==> config.mk <==
export PLATFORM = sky130hd
export DESIGN_NAME = gcva_div
export DESIGN_NICKNAME = d
export VERILOG_FILES = /design/src/design/gcva_pkg.sv /design/src/design/gcva_div.sv
export SDC_FILE = /design/constraint.sdc
export NUM_CORES = 1
export LEC_CHECK = 0
export BUFFER_PORTS_ARGS = -buffer_cell sky130_fd_sc_hd__buf_2
export CELL_PAD_IN_SITES_DETAIL_PLACEMENT = 1
export CELL_PAD_IN_SITES_GLOBAL_PLACEMENT = 1
export CORE_UTILIZATION = 25
export CTS_BUF_LIST = sky130_fd_sc_hd__clkbuf_2
export DETAILED_ROUTE_END_ITERATION = 8
export GPL_TIMING_DRIVEN = 0
export PLACE_DENSITY_LB_ADDON = 0.1
export REMOVE_ABC_BUFFERS = 1
export SETUP_SLACK_MARGIN = 0.1
export SLEW_MARGIN = 20
export SYNTH_ARGS = -nofsm -noshare
export SYNTH_HDL_FRONTEND = slang
export SYNTH_SLANG_ARGS = --single-unit
==> constraint.sdc <==
create_clock -name clk -period 4.6 [get_ports clk]
set_input_delay 0.23 -clock clk [delete_from_list [all_inputs] [get_ports clk]]
set_output_delay 0.23 -clock clk [all_outputs]
set_load 0.01 [all_outputs]
==> src/design/gcva_pkg.sv <==
package gcva_pkg;

    localparam int MAP_WIDTH  = 64;
    localparam int MAP_HEIGHT = 64;
    localparam int XW         = 6;
    localparam int YW         = 6;
    localparam int AW         = XW + YW;
    localparam int SUM_W      = 40;
    localparam logic [SUM_W-1:0] SUM_MAX = {SUM_W{1'b1}};
    localparam logic [3:0] WEIGHT_OFFSET = 4'd5;
    localparam int NUM_W      = 46;
    localparam int DEN_W      = 25;
    localparam int QUO_W      = 22;

    typedef enum logic [2:0] {
        CMD_CLEAR  = 3'd0,
        CMD_WRITE  = 3'd1,
        CMD_VOTE   = 3'd2,
        CMD_MAX    = 3'd3,
        CMD_READ   = 3'd4
    } cmd_t;

    typedef enum logic [2:0] {
        REG_LEFT   = 3'd0,
        REG_TOP    = 3'd1,
        REG_WIDTH  = 3'd2,
        REG_HEIGHT = 3'd3,
        REG_WEN    = 3'd4
    } reg_idx_t;

    typedef enum logic [3:0] {
        ST_IDLE,
        ST_CLEAR,
        ST_V_CALC,
        ST_V_MUL,
        ST_V_DIV,
        ST_V_WGT,
        ST_V_ACC,
        ST_V_NEXT,
        ST_M_RD,
        ST_M_CMP,
        ST_R_RD,
        ST_R_OUT,
        ST_OUT,
        ST_INIT
    } state_t;

endpackage

==> src/design/gcva_div.sv <==
module gcva_div
    import gcva_pkg::*;
(
    input  logic             clk,
    input  logic             rst_n,
    input  logic             start,
    input  logic [NUM_W-1:0] num,
    input  logic [DEN_W-1:0] den,
    output logic             busy,
    output logic [QUO_W-1:0] quo
);

    logic [NUM_W-1:0] q_reg;
    logic [DEN_W:0]   r_reg;
    logic [DEN_W-1:0] d_reg;
    logic [5:0]       cnt_reg;
    logic [DEN_W:0]   r_sh;
    logic [DEN_W:0]   r_sub;

    assign r_sh  = {r_reg[DEN_W-1:0], q_reg[NUM_W-1]};
    assign r_sub = r_sh - {1'b0, d_reg};
    assign busy  = (cnt_reg != 6'd0);
    assign quo   = q_reg[QUO_W-1:0];

    always_ff @(posedge clk or negedge rst_n)
    begin
        if (!rst_n)
        begin
            cnt_reg <= '0;
        end
        else if (start)
        begin
            cnt_reg <= 6'(NUM_W);
        end
        else if (busy)
        begin
            cnt_reg <= cnt_reg - 6'd1;
        end
    end

    always_ff @(posedge clk)
    begin
        if (start)
        begin
            q_reg <= num;
            r_reg <= '0;
            d_reg <= den;
        end
        else if (busy)
        begin
            if (!r_sub[DEN_W])
            begin
                r_reg <= r_sub;
                q_reg <= {q_reg[NUM_W-2:0], 1'b1};
            end
            else
            begin
                r_reg <= r_sh;
                q_reg <= {q_reg[NUM_W-2:0], 1'b0};
            end
        end
    end

endmodule

Word level (Yosys, flattened, before mapping)

Cells that the tools add are included.

Output and inout bits: 23
Register bits after elaboration: 102

Reductions and logical operators: 2
Mux-type cells: 6
$add $sub $neg: 2

Operator list:

| kind                  | count |
|---|---|
| $mux W46              | 2 |
| $sub A26 B25 Y26      | 1 |
| $mux W25              | 1 |
| $mux W6               | 2 |
| $reduce_bool A6 Y1    | 1 |
| $sub A6 B1 Y6 const B | 1 |
| $reduce_bool A2 Y1    | 1 |
| $mux W1               | 1 |

Depth between registers and ports, before layout

Gate-level depths: netlist (run 1).

Word-level depth: 4
Gate-level depth with buffers: 13

Worst setup path before layout (run 1)

Ideal clock, no wire load.

Path type: register to register
Start: reg cnt_reg[0]
End: reg q_reg[0] (enable)
Path slack: 1812 ps
Buffers on the path: 1
Required time: 4025 ps
Data arrival time: 2213 ps
Cell stages (with the launch flop): 7
Cell sequence: dfrtp_1 > inv_1 > ha_1 > nand2_1 > nor3_1 > clkbuf_1 > nand2_1

Longest elaborated chain between the ends: 2

RTL lines:

| item                                | RTL line       | RTL |
|---|---|---|
| start, declared                     | gcva_div.sv:16 | `logic [5:0] cnt_reg;` |
| start signal, assigned              | gcva_div.sv:33 | `cnt_reg <= 6'(NUM_W);` |
| start signal, assigned              | gcva_div.sv:37 | `cnt_reg <= cnt_reg - 6'd1;` |
| $reduce_bool A6 Y1                  | gcva_div.sv:22 | `assign busy = (cnt_reg != 6'd0);` |
| $reduce_bool A2 Y1 (no source line) | n/a            |  |
| end signal, assigned                | gcva_div.sv:45 | `q_reg <= num;` |
| end signal, assigned                | gcva_div.sv:54 | `q_reg <= {q_reg[NUM_W-2:0], 1'b1};` |
| end signal, assigned                | gcva_div.sv:59 | `q_reg <= {q_reg[NUM_W-2:0], 1'b0};` |
| end, declared                       | gcva_div.sv:13 | `logic [NUM_W-1:0] q_reg;` |

No other way between the ends.
A chain may end at the register's enable or synchronous reset.

Worst setup path in the final report (run 1)

Start: reg q_reg[45]
End: reg r_reg[24]

Longest elaborated chain between the ends: 2

RTL lines:

| item                 | RTL line       | RTL |
|---|---|---|
| $sub A26 B25 Y26     | gcva_div.sv:21 | `assign r_sub = r_sh - {1'b0, d_reg};` |
| $mux W25             | gcva_div.sv:51 | `if (!r_sub[DEN_W])` |
| end signal, assigned | gcva_div.sv:53 | `r_reg <= r_sub;` |
| end signal, assigned | gcva_div.sv:58 | `r_reg <= r_sh;` |
| end, declared        | gcva_div.sv:14 | `logic [DEN_W:0] r_reg;` |

No other way between the ends.

==> qor.csv, run 1 <==
metric,value,unit
synthesis-to-finish area growth,26.1,%
Post-synth EDFFs,71,
Fin. Hold Viols,0,
"antenna viol nets, final",0,
status,"finished, final reports clean",
crit share post-route,0.744,
setup bufs post-CTS,0,
Via-to-Cell Ratio,4.48,
core area,0.0228,sq mm
hold slack,0.255,ns
GRT overflow,0,
Layout Nets,765,
Residual DRC,0,
Final WS setup,1.18,ns
clk_skew,0.0576,ns
"Top FF cell, synth",edfxtp_1,
Synth Register Bits,102,
ys async rst share,0.0588,
crit path launch type,flip-flop,
Leak,2.99,nW
Die Span X,155,um
max reg flops,46,
CP Capture Type,flip-flop,
"Worst Path Class, Setup",flip-flop to flip-flop,
pin count of the biggest net entering global routing,63,
CP arrival,3.99,ns
layout cell share with drive strength beyond 1,0.293,
min-delay worst type,input pin to flip-flop,
TritonRoute pass-1 iters,4,
Root Buffer,clkbuf_2,
initial antenna violation count,1,
final wirelength,14300,um
vias after detailed routing,4400,
Final setup viols,0,
final weighted congestion in routability-driven placement,0.742,
# rows,55,
Syn Area/Cell,11.1,sq um
Clock Latency Late Sink,0.66,ns
pwr dens,430,mW/mm^2
register area share after synthesis,0.477,
Max Fclk,292,MHz
Power Total,0.00317,W
total clock sinks,102,
CTS tree,done,
Worst-path clk slew,0.36,ns
post-DP HPWL,9650,um
vias in the first global route,4835,
CP required,5.16,ns
die height,155,um
top-level I/O count,97,
Tmin final,3.42,ns
Final Max Tran Viols,0,
I/O Buffers,96,
Starting Density,0.256,
total CTS buffers,9,
Post-Syn Area,0.00583,sq mm
Max transition margin,0.332,
starting DRC count in detailed routing,107,
WL/cell,14.5,um
Placement Setup Slack,1.21,ns
total of max-cap violations,0,
unrepaired setup endpoints after global routing,false,
"Hold-fix buffers, CTS",74,
post-cts resize count,0,
Yosys Warn Count,0,
maximum vdd drop,167,uV
CTS HTree Levels,3,
Post-Synthesis Cells,524,
GRT Resource Usage Total,0.126,
global-route wire length before repair,23900,um
Max Root-Sink Buffers,2,
Cell variety after synth,62,
Least-Margin Pin Slew,1.00,ns
CP Max Fanout,4,
die area,0.0239,sq mm
-- Yosys cell counts, drive strengths merged (3+ instances only) --
| master | count | area (sq um) |
|---|---|---|
| clkbuf | 12 | 45.0 |
| edfxtp | 71 | 2130 |
| xnor2 | 14 | 141 |
| mux2 | 45 | 507 |
| a21o | 7 | 52.6 |
| nand2 | 55 | 206 |
| nor3 | 5 | 25.0 |
| a21oi | 26 | 179 |
| dfrtp | 6 | 150 |
| xor2 | 8 | 77.6 |
| o2111ai | 3 | 26.3 |
| a311oi | 18 | 270 |
| nor2b | 3 | 18.8 |
| o21a | 4 | 30.0 |
| buf | 31 | 225 |
| nor2 | 38 | 143 |
| o21ai | 21 | 113 |
| dfxtp | 25 | 500 |
| o21bai | 4 | 30.0 |
| ha | 26 | 325 |
| nand2b | 6 | 37.5 |
| o211ai | 7 | 52.6 |
| nand3 | 13 | 65.1 |
| inv | 35 | 131 |
| o31ai | 6 | 45.0 |
| nand4 | 3 | 18.8 |
-- layout by cell type (no fill, tap or decap), types with 3 or more instances in the layout --
| master | count |
|---|---|
| dfxtp_1 | 25 |
| a21oi_1 | 17 |
| a21o_1 | 7 |
| dlygate4sd3_1 | 74 |
| inv_6 | 3 |
| clkbuf_2 | 10 |
| inv_1 | 34 |
| xnor2_1 | 13 |
| mux2_2 | 45 |
| buf_2 | 95 |
| nor3_1 | 4 |
| nand2b_1 | 6 |
| o21bai_1 | 4 |
| o21ai_0 | 15 |
| a21oi_2 | 7 |
| ha_1 | 26 |
| o21ai_1 | 4 |
| a311oi_2 | 18 |
| nand4_1 | 3 |
| o211ai_1 | 7 |
| dfrtp_1 | 6 |
| nor2_1 | 38 |
| o31ai_1 | 6 |
| nand3_1 | 13 |
| nor2b_1 | 3 |
| nand2_1 | 54 |
| xor2_1 | 7 |
| o21a_1 | 4 |
| edfxtp_1 | 71 |
| inv_8 | 3 |
| o2111ai_1 | 3 |
-- path summary, 6_finish.rpt --
kind | cells after the start | to | start | slack (ns)
setup / recovery | 12 | r_reg[24] | q_reg[45] | 1.18
hold / removal | 2 | d_reg[9] | den[9] | 0.25
setup reg to reg | 12 | r_reg[24] | q_reg[45] | 1.18
hold reg to reg | 2 | r_reg[6] | r_reg[5] | 0.53
max in group asynchronous | 3 | cnt_reg[5] | rst_n | 3.91
min in group asynchronous | 3 | cnt_reg[2] | rst_n | 0.48
-- per-layer routing --
metal,global-route usage,up-vias,share of wire
met2,0.214,92,0.47
met4,0.0368,0,0.010
met3,0.0325,11,0.042
met1,0.156,2131,0.48
met5,0,-,0
li1,-,2166,-
-- logic make-up (layout without fill, tap and decap cells) --
logic type                 after synthesis  in the layout  synth area share
adders and majority gates               27             27            0.0592
and+or+nand+nor                        135            135             0.104
buffers and inverters                   79            224            0.0695
muxes                                   47             47            0.0904
other                                    0              1                 0
AOI/OAI and AO/OA                      112            112             0.162
xor gates and xnor gates                22             22            0.0376
DFF                                    102            102             0.477
-- report_power, final --
group          internal [W]  switching [W]
registers           0.00115       0.000116
clock network     0.0000939       0.000371
logic              0.000627       0.000811
total               0.00187        0.00130
-- worst max-delay path: stages, from the launching register on --
cell and delay, ns:
edfxtp_1 0.41, inv_1 0.05, ha_1 0.23, fa_1 0.40, nand2b_1 0.21, a21oi_2 0.20
o21ai_1 0.20, o21a_1 0.29, o31ai_1 0.46, o211ai_1 0.26, nor3b_1 0.21, o311ai_1 0.28
o41ai_1 0.12
-- area by class of cell --
cell class,count,area (sq um)
inverters,36,135
multi-input cells,343,2670
clock inverters,6,60.1
well taps,313,392
repair buffers,172,1270
clock buffers,10,50.0
flip-flops and latches,102,2780
diodes,1,2.50
fillers,2576,15400
-- metrics by stage --
step	util	cells	instance area (sq um)	TNS (ns)
2_1_floorplan	-	481	5560	0
3_3_place_gp	0.282	890	6430	-26.22
3_5_place_dp	0.285	892	6500	0
4_1_cts	0.323	982	7350	0
5_1_grt	0.323	983	7350	0
6_report	0.323	983	7350	0
Note: power is estimated with default switching activity, not from simulation.
==> run 2, diff against run 1 <==
==> constraint.sdc (replaced) <==
create_clock -name clk -period 2.8 [get_ports clk]
set_input_delay 0.14 -clock clk [delete_from_list [all_inputs] [get_ports clk]]
set_output_delay 0.14 -clock clk [all_outputs]
set_load 0.01 [all_outputs]
==> run 2 against run 1 <==
  * Largest power group unchanged
  * The flow now finishes with violations (negative setup slack)
  * Combinational power increased to 2.6 times the previous value
  * Largest cell class is now multi-input combinational cells
  * Critical path type unchanged
  * Highest routed layer unchanged
  * Routed wire length increased by 11%
  * Register-to-register slack got worse by 1.2 ns
==> qor.csv, run 2 (synthesized netlist as in run 1, its figures left out) <==
metric,value,unit
Max Root-Sink Buffers,2,
core area,0.0228,sq mm
die area,0.0239,sq mm
top-level I/O count,97,
max reg flops,46,
final wirelength,15800,um
maximum vdd drop,249,uV
register area,0.00279,sq mm
Layout Nets,818,
CP Capture Type,flip-flop,
total CTS buffers,9,
I/O Buffers,96,
total clock sinks,102,
"antenna viol nets, final",0,
most frequent cells in the layout,"buf_2 (95), dlygate4sd3_1 (79), edfxtp_1 (71)",
CP arrival,3.38,ns
synthesis-to-finish area growth,44.0,%
pin count of the biggest net entering global routing,63,
"most common cell after layout, fill and taps aside",buf_2,
crit path launch type,flip-flop,
status,finished with violations,
failing checks,negative setup slack,
CP Max Fanout,5,
Clock Latency Late Sink,0.67,ns
post-route insts no fill,1036,
placed cell area,0.00650,sq mm
vias after detailed routing,4661,
clk_skew,0.0494,ns
Multi-input gate area,0.00320,sq mm
starting DRC count in detailed routing,73,
Final Max Tran Viols,0,
Starting Density,0.256,
Final WS setup,-0.0316,ns
Die Span X,155,um
GRT Resource Usage Total,0.137,
WL/cell,15.3,um
Root Buffer,clkbuf_2,
CTS HTree Levels,3,
Power Total,0.00674,W
hold slack,0.156,ns
Placed Cells,892,
Max Fclk,353,MHz
min-delay worst type,input pin to flip-flop,
TritonRoute pass-1 iters,4,
crit share post-route,1.01,
Final setup viols,1,
total of max-cap violations,0,
# rows,55,
initial antenna violation count,1,
die height,155,um
# fillers,2507,
Leak,3.36,nW
Residual DRC,0,
Max transition margin,0.438,
Least-Margin Pin Slew,0.842,ns
Tmin final,2.83,ns
layout cell share with drive strength beyond 1,0.435,
CP required,3.35,ns
global-route wire length before repair,26000,um
pwr dens,803,mW/mm^2
Worst-path clk slew,0.34,ns
"Worst Path Class, Setup",flip-flop to flip-flop,
cell area after layout,0.00840,sq mm
Fin. Hold Viols,0,
Placement Setup Slack,-0.593,ns
GRT overflow,0,
Via-to-Cell Ratio,4.50,
vias in the first global route,5132,
post-DP HPWL,9650,um
final weighted congestion in routability-driven placement,0.742,
unrepaired setup endpoints after global routing,true,
CTS tree,done,
[run 2: worst paths after layout]
path | from | endpoint | slack [ns] | depth (start not counted)
setup / recovery | r_reg[2] | r_reg[23] | -0.03 | 11
hold / removal | den[9] | d_reg[9] | 0.16 | 2
setup reg to reg | r_reg[2] | r_reg[23] | -0.03 | 11
hold reg to reg | r_reg[5] | r_reg[6] | 0.54 | 2
max in group asynchronous | rst_n | cnt_reg[5] | 2.21 | 3
min in group asynchronous | rst_n | cnt_reg[2] | 0.38 | 3
[run 2: final cells by class]
| class | instances | share of cell area |
|---|---|---|
| Antenna cell | 1 | 0.000298 |
| Clock buffer | 10 | 0.00596 |
| Clock inverter | 6 | 0.00715 |
| Inverter | 36 | 0.0167 |
| Multi-Input combinational cell | 345 | 0.381 |
| Sequential cell | 102 | 0.332 |
| Tap cell | 313 | 0.0466 |
| Timing Repair Buffer | 223 | 0.211 |
[run 2: what timing repair did]
item,CTS,global route
setup buffers,39,6
resized for setup,74,51
pin swaps,33,29
hold buffers,79,0
endpoints found under the setup margin,27,27
cloned,3,0
endpoints found under the hold margin,105,0
[run 2: where the power goes]
part           total [W]  internal, W  switching, W
logic            0.00381      0.00196       0.00185
registers        0.00216      0.00189      0.000275
clock network   0.000767     0.000154      0.000613
[run 2: stage by stage]
| step | utilization | setup TNS, ns |
|---|---|---|
| final | 0.369 | -0.0316 |
| after global routing | 0.369 | -1.87 |
| after CTS | 0.358 | -0.0228 |
| after detailed placement | 0.285 | -12.02 |
| after global placement | 0.282 | -132.69 |
| after floorplan | - | -18.85 |
[run 2: worst max-delay path, stage by stage, from the launching register on]
cell,delay [ns]
dfxtp_1,0.50
ha_4,0.24
a21o_1,0.17
a21oi_2,0.18
o21ai_4,0.10
buf_4,0.15
a21boi_1,0.26
o31a_1,0.38
nor4_2,0.12
or4_1,0.43
nand3_2,0.10
a311oi_2,0.09
[run 2: layer usage]
metal,global-route usage,vias up,share of wire
met4,0.0415,0,0.014
met1,0.166,2285,0.46
li1,-,2270,-
met3,0.0322,15,0.038
met5,0,-,0
met2,0.241,91,0.49
==> run 3, diff against run 2 <==
--- a/config.mk
+++ b/config.mk
@@ -6,9 +6,10 @@
 export NUM_CORES = 1
 export LEC_CHECK = 0
 export BUFFER_PORTS_ARGS = -buffer_cell sky130_fd_sc_hd__buf_2
+export CAP_MARGIN = 40
 export CELL_PAD_IN_SITES_DETAIL_PLACEMENT = 1
 export CELL_PAD_IN_SITES_GLOBAL_PLACEMENT = 1
-export CORE_UTILIZATION = 25
+export CORE_UTILIZATION = 30
 export CTS_BUF_LIST = sky130_fd_sc_hd__clkbuf_2
 export DETAILED_ROUTE_END_ITERATION = 8
 export GPL_TIMING_DRIVEN = 0
==> run 3 against run 2 <==
  * Fmax up 1.4%
  * First-iteration DRC count up 150%
  * Hold slack better by 0.026 ns
  * Critical endpoint is now r_reg[11]
  * Sequential power down 2%
  * Final cell count down 4.8%
  * Clock power down 4.6%
  * Combinational power up 5.5%
  * The run now ends clean
  * Sequential share of layout area down 0.12 points
  * Setup slack better by 0.040 ns
  * Die area down 16%
  * Clock-buffer cell count unchanged
  * Clock skew up 0.0079 ns
  * Largest power group unchanged
==> qor.csv, run 3 (synthesized netlist as in run 1, its figures left out) <==
metric,value,unit
status,"finished, final reports clean",
"Worst Path Class, Setup",flip-flop to flip-flop,
Psw,0.00282,W
register area,0.00279,sq mm
vias after detailed routing,4666,
min-delay worst type,input pin to flip-flop,
Fin. Hold Viols,0,
sequential power share,0.309,
most frequent cells in the layout,"buf_2 (95), dlygate4sd3_1 (79), edfxtp_1 (71)",
cell area after layout,0.00844,sq mm
CP Capture Type,flip-flop,
pin count of the biggest net entering global routing,67,
post-DP HPWL,9410,um
Residual DRC,0,
setup TNS,0,ns
CP Max Fanout,5,
synthesis-to-finish area growth,44.7,%
CTS HTree Levels,3,
layout cell share with drive strength beyond 1,0.441,
Final setup viols,0,
Final Max Tran Viols,0,
maximum vdd drop,364,uV
Die Span X,141,um
initial antenna violation count,1,
clk_skew,0.0573,ns
internal power,0.00405,W
critical path's top delay family,compound AO/OA/AOI/OAI gates,
# rows,50,
I/O Buffers,96,
Max Root-Sink Buffers,2,
final weighted congestion in routability-driven placement,0.772,
top-level I/O count,97,
final wirelength,15600,um
# fillers,2051,
Starting Density,0.309,
crit path launch type,flip-flop,
combinational power share,0.585,
core area,0.0189,sq mm
Multi-input gate area,0.00325,sq mm
GRT Resource Usage Total,0.164,
CTS tree,done,
Clock Latency Late Sink,0.65,ns
total CTS buffers,9,
total of max-cap violations,0,
Switching Fraction,0.410,
"most common cell after layout, fill and taps aside",buf_2,
Max stage delay on crit path,0.45,ns
Root Buffer,clkbuf_2,
die area,0.0200,sq mm
unrepaired setup endpoints after global routing,true,
pwr dens,814,mW/mm^2
Clock power frac,0.107,
Via-to-Cell Ratio,4.73,
Tmin final,2.79,ns
"antenna viol nets, final",0,
Worst Path Buf+Inv,4,
Max Fclk,358,MHz
GRT overflow,0,
"Critical Path, Cell by Cell","inv_2, ha_4, a21o_1, a21oi_2, o21ai_4, a211oi_4, o21ai_4, a21oi_4, buf_6, xor2_4, buf_6, buf_16, nand2_1, a311oi_2",
crit share post-route,0.997,
Least-Margin Pin Slew,0.626,ns
CP arrival,3.34,ns
WL/cell,15.8,um
placed cell area,0.00645,sq mm
total clock sinks,102,
die height,141,um
global-route wire length before repair,25600,um
CP max stage cell,edfxtp_1,
Max transition margin,0.583,
Layout Nets,821,
vias in the first global route,5054,
max reg flops,46,
TritonRoute pass-1 iters,4,
Leak,3.45,nW
CP required,3.35,ns
Worst-path clk slew,0.34,ns
starting DRC count in detailed routing,182,
==> run 3: stage by stage <==
step | cells | power (W) | setup WS [ns] | hold WS (ns) | util
CTS | 970 | 0.00640 | -0.0597 | 0.0815 | 0.427
detailed placement | 840 | 0.00442 | -0.529 | -0.0260 | 0.342
global route | 986 | 0.00734 | -0.174 | 0.107 | 0.447
floorplan | 481 | 0.00377 | -0.403 | -0.156 | -
finish | 986 | 0.00687 | 0.00821 | 0.182 | 0.447
global placement | 837 | 0.00435 | -2.24 | -0.0291 | 0.337
==> run 3: metal layers <==
metal / up-vias / GRT usage / routed length [um]
li1: 2280 / - / -
met1: 2275 / 0.193 / 6910
met2: 97 / 0.290 / 7880
met3: 14 / 0.0469 / 684
met4: 0 / 0.0464 / 155
met5: - / 0 / 0
==> run 3: repair_timing <==
item	CTS	global route
cloned	5	0
pin swaps	21	34
gates resized for setup	67	63
hold buffers	79	0
hold endpoints to repair	103	0
endpoints found under the setup margin	27	26
setup buffers	30	14
==> run 3: power by group through the flow <==
stage | clock, W | sequential [W] | combinational (W)
floorplan | 0 | 0.00207 | 0.00170
global placement | 0 | 0.00210 | 0.00225
detailed placement | 0 | 0.00211 | 0.00231
finish | 0.000732 | 0.00212 | 0.00402
CTS | 0.000791 | 0.00213 | 0.00347
global route | 0.000832 | 0.00216 | 0.00434
==> run 3: area by class of cell <==
cell class | instances | share of cell area
clock inverters | 6 | 0.00682
well taps | 260 | 0.0386
multi-input cells | 346 | 0.385
repair buffers | 225 | 0.216
flip-flops and latches | 102 | 0.331
clock buffers | 10 | 0.00593
inverters | 36 | 0.0163
diodes | 1 | 0.000297
==> run 3: final timing paths <==
| kind | start | end | slack, ns | cells after the start |
|---|---|---|---|---|
| worst min-delay path | den[0] | d_reg[0] | 0.18 | 2 |
| worst max register to register | d_reg[3] | r_reg[11] | 0.008 | 14 |
| max in group asynchronous | rst_n | cnt_reg[1] | 2.20 | 3 |
| worst min register to register | r_reg[5] | r_reg[6] | 0.51 | 2 |
| min in group asynchronous | rst_n | cnt_reg[5] | 0.40 | 3 |
| worst max-delay path | d_reg[3] | r_reg[11] | 0.008 | 14 |
